**src/rtl/core/swt_pkg.sv**
```systemverilog
package swt_pkg;

  // Request codes carried in req_type
  typedef enum logic [2:0] {
    REQ_REG_WRITE  = 3'd0,
    REQ_TIMER_TICK = 3'd1,
    REQ_QUARTER    = 3'd2,
    REQ_HALF       = 3'd3,
    REQ_ENABLE     = 3'd4
  } swt_req_t;

  // Channel register indexes
  localparam logic [1:0] REG_CTRL      = 2'd0;
  localparam logic [1:0] REG_SWEEP     = 2'd1;
  localparam logic [1:0] REG_PERIOD_LO = 2'd2;
  localparam logic [1:0] REG_PERIOD_HI = 2'd3;

  localparam int unsigned PERIOD_W = 11;
  localparam logic [PERIOD_W-1:0] MIN_PERIOD = 11'd8;
  localparam logic [3:0] ENV_MAX = 4'd15;
  localparam logic NEGATE_RESET = 1'b1;

  localparam logic [7:0] DUTY_PATTERNS [4] = '{8'h01, 8'h03, 8'h0F, 8'hFC};

  localparam logic [7:0] LENGTH_LOADS [32] = '{
    8'd10,  8'd254, 8'd20,  8'd2,  8'd40,  8'd4,  8'd80,  8'd6,
    8'd160, 8'd8,   8'd60,  8'd10, 8'd14,  8'd12, 8'd26,  8'd14,
    8'd12,  8'd16,  8'd24,  8'd18, 8'd48,  8'd20, 8'd96,  8'd22,
    8'd192, 8'd24,  8'd72,  8'd26, 8'd16,  8'd28, 8'd32,  8'd30
  };

  typedef struct packed {
    logic [2:0] req_type;
    logic [1:0] reg_index;
    logic [7:0] write_data;
  } swt_item_t;

  typedef struct packed {
    logic [1:0]          duty_select;
    logic                halt_or_loop;
    logic                fixed_volume_flag;
    logic [3:0]          volume_value;
    logic                sweep_on;
    logic [2:0]          sweep_reload_period;
    logic                sweep_down;
    logic [2:0]          sweep_shift_amount;
    logic                sweep_restart;
    logic [PERIOD_W-1:0] period_reload;
    logic [PERIOD_W-1:0] period_count;
    logic [2:0]          sequence_pos;
    logic [7:0]          length_count;
    logic                envelope_restart;
    logic [3:0]          envelope_level;
    logic [3:0]          envelope_div_count;
    logic [2:0]          sweep_div_count;
    logic                sweep_silenced;
    logic                channel_on;
  } swt_state_t;

  typedef struct packed {
    logic [3:0] level;
    logic       audible;
    logic       length_active;
  } swt_result_t;

endpackage

```
**src/rtl/core/swt_req_if.sv**
```systemverilog
interface swt_req_if;
  logic       valid;
  logic       ready;
  logic [2:0] req_type;
  logic [1:0] reg_index;
  logic [7:0] write_data;

  modport source (output valid, output req_type, output reg_index, output write_data,
                  input ready);
  modport sink (input valid, input req_type, input reg_index, input write_data,
                output ready);
endinterface

```
**src/rtl/core/swt_res_if.sv**
```systemverilog
interface swt_res_if;
  logic       valid;
  logic       ready;
  logic [3:0] level;
  logic       audible;
  logic       length_active;

  modport source (output valid, output level, output audible, output length_active,
                  input ready);
  modport sink (input valid, input level, input audible, input length_active,
                output ready);
endinterface

```
**src/rtl/core/swt_cfg_if.sv**
```systemverilog
interface swt_cfg_if;
  logic valid;
  logic ready;
  logic data;

  modport source (output valid, output data, input ready);
  modport sink (input valid, input data, output ready);
endinterface

```
**src/rtl/core/swt_update.sv**
```systemverilog
module swt_update (
  input  swt_pkg::swt_item_t  item,
  input  logic                negate_ones,
  input  swt_pkg::swt_state_t cur,
  output swt_pkg::swt_state_t nxt
);

  logic [swt_pkg::PERIOD_W-1:0] p;
  logic [swt_pkg::PERIOD_W-1:0] delta;
  logic [swt_pkg::PERIOD_W:0]   sub;
  logic [swt_pkg::PERIOD_W:0]   target;
  logic                         mute;

  // Sweep target and mute rule from the current period
  always_comb begin
    p     = cur.period_reload;
    delta = p >> cur.sweep_shift_amount;
    sub   = {1'b0, delta} + {{swt_pkg::PERIOD_W{1'b0}}, negate_ones};
    if (!cur.sweep_down) begin
      target = {1'b0, p} + {1'b0, delta};
    end else if (sub > {1'b0, p}) begin
      target = '0;
    end else begin
      target = {1'b0, p} - sub;
    end
    mute = target[swt_pkg::PERIOD_W] || (p < swt_pkg::MIN_PERIOD);
  end

  always_comb begin
    nxt = cur;
    case (item.req_type)
      swt_pkg::REQ_REG_WRITE: begin
        case (item.reg_index)
          swt_pkg::REG_CTRL: begin
            nxt.duty_select       = item.write_data[7:6];
            nxt.halt_or_loop      = item.write_data[5];
            nxt.fixed_volume_flag = item.write_data[4];
            nxt.volume_value      = item.write_data[3:0];
          end
          swt_pkg::REG_SWEEP: begin
            nxt.sweep_on            = item.write_data[7];
            nxt.sweep_reload_period = item.write_data[6:4];
            nxt.sweep_down          = item.write_data[3];
            nxt.sweep_shift_amount  = item.write_data[2:0];
            nxt.sweep_restart       = 1'b1;
          end
          swt_pkg::REG_PERIOD_LO: begin
            nxt.period_reload[7:0] = item.write_data;
          end
          default: begin
            nxt.period_reload[10:8] = item.write_data[2:0];
            nxt.length_count        = swt_pkg::LENGTH_LOADS[item.write_data[7:3]];
            nxt.sequence_pos        = '0;
            nxt.envelope_restart    = 1'b1;
          end
        endcase
      end
      swt_pkg::REQ_TIMER_TICK: begin
        if (cur.period_count == '0) begin
          nxt.period_count = cur.period_reload;
          nxt.sequence_pos = cur.sequence_pos - 3'd1;
        end else begin
          nxt.period_count = cur.period_count - 11'd1;
        end
      end
      swt_pkg::REQ_QUARTER: begin
        if (cur.envelope_restart) begin
          nxt.envelope_restart   = 1'b0;
          nxt.envelope_level     = swt_pkg::ENV_MAX;
          nxt.envelope_div_count = cur.volume_value;
        end else if (cur.envelope_div_count == '0) begin
          nxt.envelope_div_count = cur.volume_value;
          if (cur.envelope_level != '0) begin
            nxt.envelope_level = cur.envelope_level - 4'd1;
          end else if (cur.halt_or_loop) begin
            nxt.envelope_level = swt_pkg::ENV_MAX;
          end
        end else begin
          nxt.envelope_div_count = cur.envelope_div_count - 4'd1;
        end
      end
      swt_pkg::REQ_HALF: begin
        if (!cur.halt_or_loop && cur.length_count != '0) begin
          nxt.length_count = cur.length_count - 8'd1;
        end
        nxt.sweep_silenced = mute;
        if (cur.sweep_div_count == '0 && cur.sweep_on && cur.sweep_shift_amount != '0 &&
            !mute) begin
          nxt.period_reload = target[swt_pkg::PERIOD_W-1:0];
        end
        if (cur.sweep_div_count == '0 || cur.sweep_restart) begin
          nxt.sweep_div_count = cur.sweep_reload_period;
          nxt.sweep_restart   = 1'b0;
        end else begin
          nxt.sweep_div_count = cur.sweep_div_count - 3'd1;
        end
      end
      swt_pkg::REQ_ENABLE: begin
        if (!item.write_data[0] && cur.channel_on) begin
          nxt.length_count = '0;
        end
        nxt.channel_on = item.write_data[0];
      end
      default: ;
    endcase
  end

endmodule

```
**src/rtl/core/swt_mix.sv**
```systemverilog
module swt_mix (
  input  swt_pkg::swt_state_t  st,
  output swt_pkg::swt_result_t res
);

  logic [3:0] vol;
  logic       gate;
  logic [7:0] pattern;

  always_comb begin
    vol     = st.fixed_volume_flag ? st.volume_value : st.envelope_level;
    pattern = swt_pkg::DUTY_PATTERNS[st.duty_select];
    gate    = (st.length_count != '0) && (st.period_reload >= swt_pkg::MIN_PERIOD) &&
              !st.sweep_silenced && (vol != '0);
    res.level         = (gate && pattern[st.sequence_pos]) ? vol : 4'd0;
    res.audible       = gate && st.channel_on;
    res.length_active = (st.length_count != '0);
  end

endmodule

```
**src/rtl/core/square_wave_tone_channel_core.sv**
```systemverilog
// Path: a result word follows its accepted request word through the input register,
//   then the state update and the result register.
// Throughput: one request word per cycle while res.ready holds; the state update is a
//   single pass of small adds and compares between the input and result registers.
// Reset (rst, synchronous): all channel state cleared, negate mode set to ones'
//   complement, both pipeline stages empty.
module square_wave_tone_channel_core (
  input  logic   clk,
  input  logic   rst,
  swt_req_if.sink   req,
  swt_res_if.source res,
  swt_cfg_if.sink   cfg
);

  // Input stage
  logic                 s1_valid;
  swt_pkg::swt_item_t   s1_item;
  logic                 s1_advance;

  // Channel state and configuration
  swt_pkg::swt_state_t  state;
  swt_pkg::swt_state_t  state_next;
  logic                 negate_ones;

  // Result stage
  logic                 s2_valid;
  swt_pkg::swt_result_t s2_result;
  swt_pkg::swt_result_t result_next;

  // Move the input word into the state only when the result slot is free or
  // draining this cycle; the state and the result then change on the same edge.
  assign s1_advance = s1_valid && (!s2_valid || res.ready);

  // Take a new word whenever the input register empties this cycle.
  assign req.ready = !s1_valid || s1_advance;
  assign cfg.ready = 1'b1;

  always_ff @(posedge clk) begin
    if (rst) begin
      s1_valid <= 1'b0;
    end else if (req.ready) begin
      s1_valid <= req.valid;
    end
  end

  // Payload: hold while stalled, no reset needed.
  always_ff @(posedge clk) begin
    if (req.valid && req.ready) begin
      s1_item.req_type   <= req.req_type;
      s1_item.reg_index  <= req.reg_index;
      s1_item.write_data <= req.write_data;
    end
  end

  // Negate mode register; the user must write it only while the channel is idle, as the block does not enforce this.
  always_ff @(posedge clk) begin
    if (rst) begin
      negate_ones <= swt_pkg::NEGATE_RESET;
    end else if (cfg.valid && cfg.ready) begin
      negate_ones <= cfg.data;
    end
  end

  // Apply the word to the channel state.
  swt_update u_update (
    .item        (s1_item),
    .negate_ones (negate_ones),
    .cur         (state),
    .nxt         (state_next)
  );

  // Output view is taken from the state after the word is applied.
  swt_mix u_mix (
    .st  (state_next),
    .res (result_next)
  );

  always_ff @(posedge clk) begin
    if (rst) begin
      state <= '0;
    end else if (s1_advance) begin
      state <= state_next;
    end
  end

  always_ff @(posedge clk) begin
    if (rst) begin
      s2_valid <= 1'b0;
    end else if (s1_advance) begin
      s2_valid <= 1'b1;
    end else if (res.ready) begin
      s2_valid <= 1'b0;
    end
  end

  always_ff @(posedge clk) begin
    if (s1_advance) begin
      s2_result <= result_next;
    end
  end

  assign res.valid         = s2_valid;
  assign res.level         = s2_result.level;
  assign res.audible       = s2_result.audible;
  assign res.length_active = s2_result.length_active;

`ifndef SYNTHESIS
  // A pending result always reflects the state it was taken from.
  a_status_tracks_state: assert property (@(posedge clk) disable iff (rst)
    res.valid |-> (res.length_active == (state.length_count != '0)))
    else $error("length status disagrees with held state");

  // Nonzero level requires a running length counter.
  a_level_needs_length: assert property (@(posedge clk) disable iff (rst)
    (res.valid && res.level != '0) |-> res.length_active)
    else $error("nonzero level with length counter at zero");

  // Input stalls only behind a full, blocked result stage.
  a_stall_cause: assert property (@(posedge clk) disable iff (rst)
    !req.ready |-> (s1_valid && s2_valid && !res.ready))
    else $error("input stalled without backpressure");

  // State moves only with a word.
  a_state_hold: assert property (@(posedge clk) disable iff (rst)
    !s1_advance |=> $stable(state))
    else $error("channel state changed with no word applied");
`endif

endmodule
```
**src/flat_wrapper.sv**
```systemverilog
// flat-port wrapper written by rule: the top's interface ports become plain ports
module square_wave_tone_channel_core_flat 
  (clk, rst, req_valid, req_req_type, req_reg_index, req_write_data, req_ready, res_valid, res_level, res_audible, res_length_active, res_ready, cfg_valid, cfg_data, cfg_ready);
  swt_req_if req_i ();
  swt_res_if res_i ();
  swt_cfg_if cfg_i ();
  input  logic clk;
  input  logic rst;
  input wire logic [$bits(req_i.valid)-1:0] req_valid;
  input wire logic [$bits(req_i.req_type)-1:0] req_req_type;
  input wire logic [$bits(req_i.reg_index)-1:0] req_reg_index;
  input wire logic [$bits(req_i.write_data)-1:0] req_write_data;
  output wire logic [$bits(req_i.ready)-1:0] req_ready;
  output wire logic [$bits(res_i.valid)-1:0] res_valid;
  output wire logic [$bits(res_i.level)-1:0] res_level;
  output wire logic [$bits(res_i.audible)-1:0] res_audible;
  output wire logic [$bits(res_i.length_active)-1:0] res_length_active;
  input wire logic [$bits(res_i.ready)-1:0] res_ready;
  input wire logic [$bits(cfg_i.valid)-1:0] cfg_valid;
  input wire logic [$bits(cfg_i.data)-1:0] cfg_data;
  output wire logic [$bits(cfg_i.ready)-1:0] cfg_ready;
  assign req_i.valid = req_valid;
  assign req_i.req_type = req_req_type;
  assign req_i.reg_index = req_reg_index;
  assign req_i.write_data = req_write_data;
  assign req_ready = req_i.ready;
  assign res_valid = res_i.valid;
  assign res_level = res_i.level;
  assign res_audible = res_i.audible;
  assign res_length_active = res_i.length_active;
  assign res_i.ready = res_ready;
  assign cfg_i.valid = cfg_valid;
  assign cfg_i.data = cfg_data;
  assign cfg_ready = cfg_i.ready;
  square_wave_tone_channel_core u_core (.clk(clk), .rst(rst), .req(req_i), .res(res_i), .cfg(cfg_i));
endmodule
```
**config.mk**
```make
export PLATFORM = sky130hd
export DESIGN_NAME = square_wave_tone_channel_core_flat
export DESIGN_NICKNAME = d
export VERILOG_FILES = /design/src/rtl/core/swt_pkg.sv /design/src/rtl/core/swt_req_if.sv /design/src/rtl/core/swt_res_if.sv /design/src/rtl/core/swt_cfg_if.sv /design/src/rtl/core/swt_update.sv /design/src/rtl/core/swt_mix.sv /design/src/rtl/core/square_wave_tone_channel_core.sv /design/src/flat_wrapper.sv
export SDC_FILE = /design/constraint.sdc
export NUM_CORES = 1
export LEC_CHECK = 0
export ABC_AREA = 0
export BUFFER_PORTS_ARGS = -buffer_cell sky130_fd_sc_hd__buf_2
export CORE_MARGIN = 2
export CORE_UTILIZATION = 50
export CTS_BUF_LIST = sky130_fd_sc_hd__clkbuf_4 sky130_fd_sc_hd__clkbuf_8
export CTS_CLUSTER_SIZE = 14
export DETAILED_ROUTE_END_ITERATION = 7
export PLACE_DENSITY = 0.67
export SYNTH_ARGS = -nofsm -noshare
export SYNTH_HDL_FRONTEND = slang
export SYNTH_SLANG_ARGS = --single-unit
export TNS_END_PERCENT = 30
```
**constraint.sdc**
```tcl
create_clock -name clk -period 13.8 [get_ports clk]
set_input_delay 2.76 -clock clk [delete_from_list [all_inputs] [get_ports clk]]
set_output_delay 2.76 -clock clk [all_outputs]
set_load 0.1 [all_outputs]
```
==> flow_summary.toml <==
[status]
status = "finished, final reports clean"

[detailed_routing]
postRouteAntennaNets = 0
wire_per_inst_um = 17.50
via_count = 6574
drcViolationCount = 0
drt_iter0_drc = 471
drt-total-wl_um = 18640
viasPerCell = 6.173
first_pass_iters = 5

[critical_path]
crit_fanout = 4
max_stage_delay_ps = 290
timing.rr.start = "u_core.state[49]$_SDFFE_PP0P_"
reg2reg_slack_ps = 7760
cp_slowest_cell = "buf_2"
critPathLaunch = "res_ready"
path_cells = "buf_2 > nor2b_1 > nand2_1 > buf_2"
crit_end = "req_ready"
critPathTopFamily = "buffers and inverters"
r2r_cells = 23
cpMostUsedCell = "buf_2"
start_kind = "primary input"
cp_num_cells = 4
cp_data_required_time_ps = 11040
arrival_ps = 3450
worstSetupPathType = "primary input to output port"
reg2reg_to = "u_core.res.level[3]$_SDFFCE_PN0P_"
worstSetupEndpointType = "output port"
critPathBufInv = 2

[die]
die_area_mm2 = 0.01496
core_mm2 = 0.01377
pin_count = 28
start_util_pct = 50.83
rows = 43
die_h_um = 122.3
die_w_um = 122.3

[sta]
rsz0062_at_grt = "false"
worst_slew_margin_rel_pct = 23.01
fmax_mhz = 161.0
whs_ps = 455.6
post-route-min-period_ps = 6211
setup_viol = 0
skew_ps = 8.637
tns_ps = 0
slew_viol_final = 0
min_period_over_period_pct = 45.01
finalHoldViolations = 0
tightest_slew_ps = 1146

[clock_network]
clockRootBuffer = "clkbuf_8"
h-tree-depth = 3
cts_resized = 0
clk_path_buf_depth = 2
cts_buffers = 9
worst_skew_pair.late_latency_ps = 380
clock-sinks = 86
cts_tree = "done"
cts_hold_buf = 0
clkTransAtPathRegs_ps = 90
cts_setup_buffers = 0

[cells_and_area]
syn_to_final_growth_pct = 4.611
multi_input_area_mm2 = 0.004690
fill_cells = 1367
drive_gt1_share_pct = 8.814
num-nets-final = 940
n_antenna_cell = 0
seqCellArea_mm2 = 0.001912

[power_and_ir_drop]
vdd_drop_max_mv = 0.07079
pwr_density_cell_mw_per_mm2 = 79.83
total_leakage_power_nw = 2.660

[logic_synthesis]
yosysTopAreaCell = "dfxtp_1"
seq_area_frac_synth_pct = 27.31
async_flop_share_pct = 0
ys_warn_count = 0
ys_types = 87
synth.ff_latch_count = 86
synth_area_leaders = "dfxtp_1 19%, edfxtp_1 8.2%, ha_1 7.0%"
avgSynthCellArea_um2 = 7.796
synth.most_common_cell = "nor2_1"
synth_flop_cell = "dfxtp_1"
synth_area_mm2 = 0.007000
synthTopCellsByCount = "99 x nor2_1, 95 x nand2_1, 72 x a21oi_1"
synth_top_area_share_pct = 19.16
synth_edf_count = 19
synth_cells = 898
syn-num-nets = 958

[grt]
grt_usage_pct = 25.34
grt_pass1_vias = 5777
grt_pass1_wl_um = 29900
antenna_found_initial = 0
grt_max_degree = 68
grt-ovfl-total = 0

[flow_run]
cap_viol_max_count = 0

[worst_hold_path]
hold_path_class = "flip-flop to flip-flop"
whs_path_depth = 2

[placed_design]
dp_hpwl_um = 13320
io_buffer_count = 26
gp_congestion = 0.8963
==> area by class of cell <==
cell class	instances	area share, %
sequential	86	26.11
timing repair buffer	29	2.084
clock inverter	4	0.3930
tap	180	3.075
inverter	40	2.050
multi-input combinational	714	64.04
clock buffer	12	2.255
==> sequential cells by signal, summed over array words and instances (netlist names) <==
signal                    count
u_core.state                 64
u_core.res.level              4
u_core.res.length_active      1
u_core.s1_valid               1
u_core.negate_ones            1
u_core.s1_item               13
u_core.res.audible            1
u_core.res.valid              1
==> report_power, final <==
| part | internal [W] | total, W | switching (W) |
|---|---|---|---|
| Combinational | 0.0000458 | 0.000127 | 0.0000810 |
| Clock | 0.0000803 | 0.000176 | 0.0000959 |
| Sequential | 0.000265 | 0.000282 | 0.0000165 |
==> routing by layer <==
layer / routed length [um] / GRT usage [%] / vias to the layer above
met2: 8499 / 40.28 / 199
met3: 988 / 4.136 / 29
li1: - / - / 3274
met5: 0 / 0 / -
met4: 340 / 7.399 / 0
met1: 8808 / 35.38 / 3072
==> cells by family after synthesis <==
kind of cell | synth area share, %
and+or+nand+nor | 24.00
xor gates and xnor gates | 2.753
other | 0.05357
buffers and inverters | 5.701
DFF | 27.31
AOI/OAI and AO/OA | 26.38
adders and majority gates | 7.685
muxes | 6.112
==> worst min-delay path by stage <==
stage / from / to / slack (ps)
3_5_place_dp: u_core.state[3]$_SDFFE_PP0P_ / u_core.state[3]$_SDFFE_PP0P_ / 440
4_1_cts: u_core.state[3]$_SDFFE_PP0P_ / u_core.state[3]$_SDFFE_PP0P_ / 460
2_1_floorplan: u_core.state[3]$_SDFFE_PP0P_ / u_core.state[3]$_SDFFE_PP0P_ / 430
5_1_grt: u_core.state[52]$_SDFFE_PP0P_ / u_core.state[2]$_SDFFE_PP0P_ / 500
6_report: u_core.state[3]$_SDFFE_PP0P_ / u_core.state[3]$_SDFFE_PP0P_ / 460
3_3_place_gp: u_core.state[3]$_SDFFE_PP0P_ / u_core.state[3]$_SDFFE_PP0P_ / 440
==> worst reg2reg max path: stages (launching register included) <==
cell	delay (ps)
dfxtp_1	830
mux2i_1	210
mux2i_1	280
nand2_1	80
nand2_1	110
ha_1	190
inv_1	60
a221oi_2	250
o211ai_4	160
nand2b_1	250
or3_1	370
a21oi_1	140
a21oi_1	70
ha_1	440
o21a_1	150
o211ai_1	80
a31o_2	240
and2_1	170
or4_1	610
o2111a_1	200
nor3b_2	220
nand4_2	190
o311ai_4	400
nor2_1	70
==> per-stage QoR <==
stage          area, um^2  cells  utilization [%]  total power [W]  worst slack (ps)
4_1_cts              7323   1065            53.17        0.0005864              7597
3_3_place_gp         7129   1049            51.76        0.0004120              7615
5_1_grt              7323   1065            53.17        0.0006120              7202
2_1_floorplan        7000    898                -        0.0003820              7521
3_5_place_dp         7129   1049            51.76        0.0004118              7596
6_report             7323   1065            53.17        0.0005846              7589
==> cells in the final DEF (no fill, tap or decap), types with 8 or more instances in the layout <==
| master | synthesis | layout |
|---|---|---|
| a211oi_1 | 24 | 24 |
| a21o_1 | 11 | 11 |
| a21oi_1 | 72 | 72 |
| a31oi_1 | 11 | 11 |
| buf_2 | 9 | 26 |
| clkbuf_8 | 0 | 12 |
| dfxtp_1 | 67 | 67 |
| edfxtp_1 | 19 | 19 |
| ha_1 | 39 | 39 |
| inv_1 | 40 | 40 |
| mux2i_1 | 30 | 30 |
| nand2_1 | 95 | 95 |
| nand2b_1 | 13 | 13 |
| nand3_1 | 19 | 19 |
| nor2_1 | 99 | 99 |
| nor3_1 | 32 | 32 |
| nor4_1 | 9 | 9 |
| o211ai_1 | 22 | 22 |
| o21ai_0 | 54 | 54 |
| o22ai_1 | 8 | 8 |
| xnor2_1 | 14 | 14 |
| xor2_1 | 8 | 8 |
(Power assumes the default switching activity.)
